### config.mk
export PLATFORM = sky130hd
export DESIGN_NAME = stepper_phase_sequencer_core
export DESIGN_NICKNAME = d
export VERILOG_FILES = /design/src/hdl/spsq_pkg.sv /design/src/hdl/spsq_in_stage.sv /design/src/hdl/spsq_engine.sv /design/src/hdl/stepper_phase_sequencer_core.sv
export SDC_FILE = /design/constraint.sdc
export NUM_CORES = 1
export LEC_CHECK = 0
export ABC_AREA = 0
export BUFFER_PORTS_ARGS = -buffer_cell sky130_fd_sc_hd__buf_2
export CORE_MARGIN = 2
export CORE_UTILIZATION = 60
export DETAILED_ROUTE_END_ITERATION = 8
export PLACE_DENSITY = 0.82
export SYNTH_ARGS = -nofsm -noshare
export SYNTH_HDL_FRONTEND = slang
export SYNTH_SLANG_ARGS = --single-unit
### constraint.sdc
create_clock -name clk -period 5.7 [get_ports clk]
set_clock_uncertainty 0.05 [all_clocks]
set_input_delay 1.14 -clock clk [delete_from_list [all_inputs] [get_ports clk]]
set_output_delay 1.14 -clock clk [all_outputs]
set_load 0.005 [all_outputs]
### src/hdl/spsq_pkg.sv
// Shared types, constants and helper functions for the stepper phase sequencer.
`timescale 1ns / 1ps

package spsq_pkg;

    localparam int PHASE_COUNT  = 8;
    localparam int TICKS_PER_MS = 1000;

    localparam int STEPS_W  = 16;
    localparam int DRIVE_W  = 2;
    localparam int PERIOD_W = 24;
    localparam int MS_W     = 16;
    localparam int SINCE_W  = PERIOD_W + 1;
    localparam int WAIT_W   = 26;
    localparam int PHASE_W  = $clog2(PHASE_COUNT);
    localparam int COIL_W   = 4;

    localparam int TPM_W  = $clog2(TICKS_PER_MS + 1);
    localparam int PROD_W = (MS_W + TPM_W > WAIT_W) ? (MS_W + TPM_W) : (WAIT_W + 1);

    localparam logic [SINCE_W-1:0] SINCE_MAX = {SINCE_W{1'b1}};
    localparam logic [WAIT_W-1:0]  WAIT_MAX  = {WAIT_W{1'b1}};

    localparam logic REQ_TICK = 1'b0;
    localparam logic REQ_MOVE = 1'b1;

    localparam logic DIR_FWD = 1'b0;

    localparam logic [DRIVE_W-1:0] DRIVE_WAVE = 2'd0;
    localparam logic [DRIVE_W-1:0] DRIVE_FULL = 2'd1;
    localparam logic [DRIVE_W-1:0] DRIVE_HALF = 2'd2;

    localparam logic [COIL_W-1:0] WAVE_TBL [PHASE_COUNT] =
        '{4'h1, 4'h2, 4'h4, 4'h8, 4'h1, 4'h2, 4'h4, 4'h8};
    localparam logic [COIL_W-1:0] FULL_TBL [PHASE_COUNT] =
        '{4'h9, 4'h9, 4'h3, 4'h3, 4'h6, 4'h6, 4'hC, 4'hC};
    localparam logic [COIL_W-1:0] HALF_TBL [PHASE_COUNT] =
        '{4'h1, 4'h3, 4'h2, 4'h6, 4'h4, 4'hC, 4'h8, 4'h9};

    // Input item after pre-decode: wait lengths in ticks, step threshold resolved.
    typedef struct packed {
        logic                req_type;
        logic [STEPS_W-1:0]  move_steps;
        logic [DRIVE_W-1:0]  drive_type;
        logic                move_direction;
        logic [SINCE_W-1:0]  need_ticks;
        logic [WAIT_W-1:0]   start_ticks;
        logic [WAIT_W-1:0]   end_ticks;
    } item_t;

    typedef struct packed {
        logic [COIL_W-1:0] coil_pattern;
        logic              busy_res;
        logic              move_done;
        logic              rejected;
    } result_t;

    // ms to ticks, saturated to the wait counter range
    function automatic logic [WAIT_W-1:0] ms_to_ticks(input logic [MS_W-1:0] ms);
        logic [PROD_W-1:0] prod;
        prod = PROD_W'(ms) * PROD_W'(TICKS_PER_MS);
        if (prod > PROD_W'(WAIT_MAX))
            return WAIT_MAX;
        else
            return prod[WAIT_W-1:0];
    endfunction

    // Pattern for a phase; unused drive code keeps the current latch
    function automatic logic [COIL_W-1:0] coil_of(input logic [DRIVE_W-1:0] drive,
                                                   input logic [PHASE_W-1:0] phase,
                                                   input logic [COIL_W-1:0]  cur);
        logic [COIL_W-1:0] pat;
        unique case (drive)
            DRIVE_WAVE: pat = WAVE_TBL[phase];
            DRIVE_FULL: pat = FULL_TBL[phase];
            DRIVE_HALF: pat = HALF_TBL[phase];
            default:    pat = cur;
        endcase
        return pat;
    endfunction

endpackage

### src/hdl/spsq_in_stage.sv
// Input register: takes one item, pre-decodes wait lengths and step threshold.
`timescale 1ns / 1ps

module spsq_in_stage
    import spsq_pkg::*;
(
    input  logic        clk,
    input  logic        rst_n,
    input  logic        s_tvalid,
    output logic        s_tready,
    input  logic [79:0] s_tdata,
    input  logic        s_tuser,
    output logic        item_valid,
    output item_t       item,
    input  logic        item_take
);

    logic  valid_reg;
    item_t item_reg;
    item_t item_next;
    logic [PERIOD_W-1:0] period;

    assign s_tready   = !valid_reg || item_take;
    assign item_valid = valid_reg;
    assign item       = item_reg;
    assign period     = s_tdata[42:19];

    always_comb
    begin
        item_next.req_type       = s_tuser;
        item_next.move_steps     = s_tdata[15:0];
        item_next.drive_type     = s_tdata[17:16];
        item_next.move_direction = s_tdata[18];
        // wave drive runs at twice the period
        item_next.need_ticks     = (s_tdata[17:16] == DRIVE_WAVE) ? {period, 1'b0}
                                                                  : {1'b0, period};
        item_next.start_ticks    = ms_to_ticks(s_tdata[58:43]);
        item_next.end_ticks      = ms_to_ticks(s_tdata[74:59]);
    end

    always_ff @(posedge clk or negedge rst_n)
    begin
        if (!rst_n)
        begin
            valid_reg <= 1'b0;
            item_reg  <= '0;
        end
        else
        begin
            if (s_tvalid && s_tready)
            begin
                valid_reg <= 1'b1;
                item_reg  <= item_next;
            end
            else if (item_take)
            begin
                valid_reg <= 1'b0;
            end
        end
    end

endmodule

### src/hdl/spsq_engine.sv
// Move sequencer state, per-item update and result register.
`timescale 1ns / 1ps

module spsq_engine
    import spsq_pkg::*;
(
    input  logic    clk,
    input  logic    rst_n,
    input  logic    item_valid,
    input  item_t   item,
    output logic    item_take,
    output logic    res_valid,
    output result_t res,
    input  logic    res_ready
);

    typedef enum logic [1:0] {
        ST_IDLE  = 2'd0,
        ST_START = 2'd1,
        ST_STEP  = 2'd2,
        ST_END   = 2'd3
    } stage_t;

    stage_t               stage_reg, stage_next;
    logic [PHASE_W-1:0]   phase_reg, phase_next;
    logic [COIL_W-1:0]    coil_reg, coil_next;
    logic [SINCE_W-1:0]   since_reg, since_next;
    logic [STEPS_W-1:0]   left_reg, left_next;
    logic [WAIT_W-1:0]    wait_reg, wait_next;
    logic [STEPS_W-1:0]   h_steps_reg, h_steps_next;
    logic [DRIVE_W-1:0]   h_drive_reg, h_drive_next;
    logic                 h_dir_reg, h_dir_next;
    logic [SINCE_W-1:0]   h_need_reg, h_need_next;
    logic [WAIT_W-1:0]    h_end_reg, h_end_next;
    logic                 out_valid_reg;
    result_t              out_reg, out_next;
    logic                 done, rej, do_step;

    assign item_take = item_valid && (!out_valid_reg || res_ready);
    assign res_valid = out_valid_reg;
    assign res       = out_reg;

    always_comb
    begin
        stage_next   = stage_reg;
        phase_next   = phase_reg;
        coil_next    = coil_reg;
        since_next   = since_reg;
        left_next    = left_reg;
        wait_next    = wait_reg;
        h_steps_next = h_steps_reg;
        h_drive_next = h_drive_reg;
        h_dir_next   = h_dir_reg;
        h_need_next  = h_need_reg;
        h_end_next   = h_end_reg;
        done         = 1'b0;
        rej          = 1'b0;
        do_step      = 1'b0;

        if (item.req_type == REQ_MOVE)
        begin
            if (stage_reg != ST_IDLE)
            begin
                rej = 1'b1;
            end
            else
            begin
                h_steps_next = item.move_steps;
                h_drive_next = item.drive_type;
                h_dir_next   = item.move_direction;
                h_need_next  = item.need_ticks;
                h_end_next   = item.end_ticks;
                left_next    = item.move_steps;
                wait_next    = item.start_ticks;
                stage_next   = ST_START;
            end
        end
        else
        begin
            if (since_reg != SINCE_MAX)
                since_next = since_reg + 1'b1;

            if (stage_next == ST_START)
            begin
                if (wait_next != '0)
                    wait_next = wait_next - 1'b1;
                else
                    stage_next = ST_STEP;
            end
            // a stage may fall through to the next within one tick
            if (stage_next == ST_STEP)
            begin
                if (left_next == '0)
                begin
                    wait_next  = h_end_reg;
                    stage_next = ST_END;
                end
                else if (h_steps_reg == STEPS_W'(1))
                begin
                    do_step   = 1'b1;
                    left_next = '0;
                end
                else if (since_next >= h_need_reg)
                begin
                    do_step    = 1'b1;
                    left_next  = left_next - 1'b1;
                    since_next = '0;
                end
            end
            if (stage_next == ST_END)
            begin
                if (wait_next != '0)
                begin
                    wait_next = wait_next - 1'b1;
                end
                else
                begin
                    stage_next = ST_IDLE;
                    done       = 1'b1;
                end
            end

            if (do_step)
            begin
                coil_next = coil_of(h_drive_reg, phase_reg, coil_reg);
                if (h_dir_reg == DIR_FWD)
                    phase_next = phase_reg + 1'b1;
                else
                    phase_next = phase_reg - 1'b1;
            end
        end

        out_next.coil_pattern = coil_next;
        out_next.busy_res     = (stage_next != ST_IDLE);
        out_next.move_done    = done;
        out_next.rejected     = rej;
    end

    always_ff @(posedge clk or negedge rst_n)
    begin
        if (!rst_n)
        begin
            stage_reg     <= ST_IDLE;
            phase_reg     <= '0;
            coil_reg      <= '0;
            since_reg     <= '0;
            left_reg      <= '0;
            wait_reg      <= '0;
            h_steps_reg   <= '0;
            h_drive_reg   <= '0;
            h_dir_reg     <= 1'b0;
            h_need_reg    <= '0;
            h_end_reg     <= '0;
            out_valid_reg <= 1'b0;
            out_reg       <= '0;
        end
        else
        begin
            if (item_take)
            begin
                stage_reg     <= stage_next;
                phase_reg     <= phase_next;
                coil_reg      <= coil_next;
                since_reg     <= since_next;
                left_reg      <= left_next;
                wait_reg      <= wait_next;
                h_steps_reg   <= h_steps_next;
                h_drive_reg   <= h_drive_next;
                h_dir_reg     <= h_dir_next;
                h_need_reg    <= h_need_next;
                h_end_reg     <= h_end_next;
                out_valid_reg <= 1'b1;
                out_reg       <= out_next;
            end
            else if (res_ready)
            begin
                out_valid_reg <= 1'b0;
            end
        end
    end

endmodule

### src/hdl/stepper_phase_sequencer_core.sv
// Top level of the stepper phase sequencer: input register, sequencer, result register.
//
//  channel | dir | handshake           | contents
//  --------+-----+---------------------+------------------------------------------
//  s_*     | in  | s_tvalid / s_tready | tick or move command item
//  m_*     | out | m_tvalid / m_tready | coil pattern and status, one per item
//
// One item per cycle sustained while m_tready is high; two register stages (input
// register, then the sequencer update into the result register), so the result
// shows on m_* once the sequencer update has loaded the result register.
// Reset clears the sequencer to idle, all coils off, phase 0.
// A stalled result holds; the input register still takes one item meanwhile,
// and s_tready drops only while both registers are full and m_tready is low.
`timescale 1ns / 1ps

module stepper_phase_sequencer_core
    import spsq_pkg::*;
(
    input  logic        clk,
    input  logic        rst_n,
    input  logic        s_tvalid,
    output logic        s_tready,
    // [15:0] move_steps, [17:16] drive_type, [18] move_direction,
    // [42:19] step_period_us, [58:43] start_wait_ms, [74:59] end_wait_ms, rest zero
    input  logic [79:0] s_tdata,
    // [0] req_type
    input  logic        s_tuser,
    output logic        m_tvalid,
    input  logic        m_tready,
    // [3:0] coil_pattern, [4] busy_res, [5] move_done, [6] rejected, [7] zero
    output logic [7:0]  m_tdata
);

    logic    item_valid;
    item_t   item;
    logic    item_take;
    result_t res;

    spsq_in_stage u_in_stage (
        .clk        (clk),
        .rst_n      (rst_n),
        .s_tvalid   (s_tvalid),
        .s_tready   (s_tready),
        .s_tdata    (s_tdata),
        .s_tuser    (s_tuser),
        .item_valid (item_valid),
        .item       (item),
        .item_take  (item_take)
    );

    spsq_engine u_engine (
        .clk        (clk),
        .rst_n      (rst_n),
        .item_valid (item_valid),
        .item       (item),
        .item_take  (item_take),
        .res_valid  (m_tvalid),
        .res        (res),
        .res_ready  (m_tready)
    );

    assign m_tdata = {1'b0, res.rejected, res.move_done, res.busy_res, res.coil_pattern};

    // backpressure only when the result side is stalled
    a_ready_stall: assert property (@(posedge clk) disable iff (!rst_n)
        !s_tready |-> (m_tvalid && !m_tready))
        else $error("input stalled while result side free");

    // a finished move reports idle
    a_done_idle: assert property (@(posedge clk) disable iff (!rst_n)
        (m_tvalid && res.move_done) |-> !res.busy_res)
        else $error("done pulse with busy set");

    // a rejected command cannot end a move
    a_rej_done: assert property (@(posedge clk) disable iff (!rst_n)
        m_tvalid |-> !(res.rejected && res.move_done))
        else $error("rejected and done together");

    // rejection only happens while a move is running
    a_rej_busy: assert property (@(posedge clk) disable iff (!rst_n)
        (m_tvalid && res.rejected) |-> res.busy_res)
        else $error("rejected while idle");

endmodule
==> impl_metrics.toml <==
[synthesis]
async_flop_share_pct = 100
yosys.cell_types.count = 96
synth_area_um2 = 18500
yosysMostFrequentCell = "nand2_1"
yosys.area.top_type_share_pct = 32.3
synth_ff_type = "dfrtp_1"
synth_area_leader_cell = "dfrtp_1"
ys_seq_elements = 239
synth_cells = 2111
synth_edf_count = 0
synth_common_cells = "nand2_1, dfrtp_1, inv_1"
synth_area_leaders = "dfrtp_1, fa_1, ha_1"
avgSynthCellArea_um2 = 8.76
synth_seq_area_share_pct = 32.3
yosysWarningCount = 0
synth_nets = 2444

[critical_path]
end_kind = "flop"
required_ps = 6050
start_kind = "primary input"
crit_type = "in2reg"
rrSetupSlack_ps = 460
rr_worst_depth = 17
arrival_ps = 5710
timing.rr.start = "u_engine.since_reg[8]"
worstPathMaxFanout = 3
r2r_end = "u_engine.coil_reg[1]"

[detailed_routing]
vias_per_cell = 5.78
wirelength_um = 44700
drcViolationCount = 0
vias = 15300
antenna_left = 0
avgRoutedWirePerCell_um = 16.9
first_pass_iters = 5
drt-initial-drc-count = 1234

[die]
rows = 64
die_h_um = 180
core_um2 = 30400
start_util_pct = 60.8
die-area_um2 = 32200
die_w_um = 180
pin_count = 95

[placed_design]
gp_congestion = 0.980
place_area_um2 = 19800
hpwl_um = 33700
io_buffers = 88

[cts]
cts_hold_buf = 0
cts_tree = "done"
clk_pin_slew_worst_paths_ps = 60
cts-buffers-inserted = 26
clock_path_buffers = 3
htreeDepth = 1
root_buffer = "clkbuf_16"
clk_latency_ps = 540
cts.sinks = 239

[global_routing]
gr-usage-met1_pct = 37.6
use_met3_pct = 2.80
grtUsageTotal_pct = 28.1
grtUsageMet2_pct = 48.6
grt_pass1_vias = 15600
grt-busiest-layer = "met2"
grt-ovfl-total = 0
grt_start_max_net_pins = 128
grt_pass1_wl_um = 75900
antenna_found_initial = 0

[sta]
tns_ps = 0
tightest_slew_ps = 1020
setup_viol = 0
slew_violations = 0
fmax_mhz = 186
period_needed_ps = 5360
period_share_pct = 94.1
hold_violations = 0
rsz0062_at_grt = "false"
slew_headroom_pct = 31.8

[run]
drv_cap = 0

[pwr]
max-vdd-ir-drop_v = 0.000278
leakage_nw = 10.0
p_per_area_nw_per_um2 = 400

[cells_and_area]
final_area_um2 = 20600
area_delta_synth_final_pct = 11.6
num_antenna_cells = 0
fillCellCount = 2426
final_util_pct = 67.8
largest_reg_flops = 91
layout-drive-gt1-share_pct = 12.3
nNetsFinal = 2559

[min_path]
hold_start = "u_in_stage.item[23]"
hp-class = "reg2reg"
holdPathEnd = "u_engine.h_end_reg[23]"
min_path_cells = 2

[outcome]
outcome = "completed"
[metrics by stage]
stage	hold WS (ps)	total power, mW	instances	worst slack [ps]
6_report	425	8.25	2642	336
3_5_place_dp	405	6.55	2594	-297
3_3_place_gp	401	6.37	2594	-213
4_1_cts	420	8.27	2642	257
2_1_floorplan	388	5.34	2111	27.4
5_1_grt	437	8.97	2642	2.78
[final cells by class]
cell class,instances,area [um^2],share of cell area (%)
Multi-Input combinational cell,1560,11300,54.9
Inverter,226,848,4.11
Clock inverter,11,91.3,0.443
Tap cell,396,495,2.40
Clock buffer,37,763,3.70
Sequential cell,239,5980,29.0
Timing Repair Buffer,173,1110,5.40
[cells in the final DEF, fill, tap and decap left out, types with 12 or more instances in the layout]
master,instances
nor4_1,17
o211ai_1,12
nand3_1,29
ha_1,139
nand2b_1,13
fa_1,109
nor3_1,43
a21oi_1,61
clkbuf_16,27
mux2i_1,32
xor2_1,37
a31oi_1,18
xnor2_1,61
buf_2,87
nand2_1,416
or3_1,16
a21o_1,15
nand4_1,22
inv_1,226
dfrtp_1,239
nor2_1,116
buf_4,83
a22oi_1,14
o21ai_0,183
o31ai_1,18
[metal layers]
metal	part of all wire, %	wire length, um
met1	43	19100
met2	49	21900
met3	4.9	2170
met4	3.2	1430
met5	0	0
[report_power, final]
| group | total [mW] | switching [mW] | internal, mW | leakage (nW) |
|---|---|---|---|---|
| Clock | 1.67 | 0.691 | 0.978 | 0.429 |
| Sequential | 2.43 | 0.354 | 2.08 | 2.98 |
| Combinational | 4.14 | 2.25 | 1.89 | 6.64 |
| Total | 8.25 | 3.30 | 4.95 | 10.0 |
[worst max path at each step]
stage	cells past startpoint	from	to
after floorplan	18	s_tdata[43]	u_in_stage.item[50]
after global placement	19	s_tdata[43]	u_in_stage.item[50]
after detailed placement	19	s_tdata[43]	u_in_stage.item[50]
after CTS	19	s_tdata[43]	u_in_stage.item[50]
after global routing	24	u_engine.since_reg[8]	u_engine.left_reg[14]
final	19	s_tdata[43]	u_in_stage.item[50]
[repair_timing]
action | 4_1_cts | 5_1_grt
gates resized for setup | 0 | 4
setup endpoints to repair | 0 | 9
buffers inserted | 0 | 0
[cell families (layout without fill, tap and decap cells)]
kind of cell / after synthesis / in the layout / share of synthesized area [%]
AO/OA/AOI/OAI: 411 / 411 / 13.7
adder cells (fa/ha/maj): 248 / 248 / 21.2
flip-flops: 239 / 239 / 32.3
multiplexers: 41 / 41 / 2.34
buffers and inverters: 312 / 447 / 6.60
AND/OR/NAND/NOR: 761 / 761 / 19.2
other: 1 / 1 / 0.0203
XOR/XNOR: 98 / 98 / 4.64
[worst max-delay path: stages]
cell and delay (ps):
buf_2 120, fa_1 570, inv_1 60, fa_1 520
fa_1 440, fa_1 510, inv_1 40, ha_1 320
a21oi_2 150, o21bai_1 90, a21oi_2 170, o21ba_2 160
o21ai_0 140, o41ai_2 320, o21ai_1 130, or4_1 400
a31oi_1 180, xor2_1 150, o21ai_0 80
(Power assumes the default switching activity.)
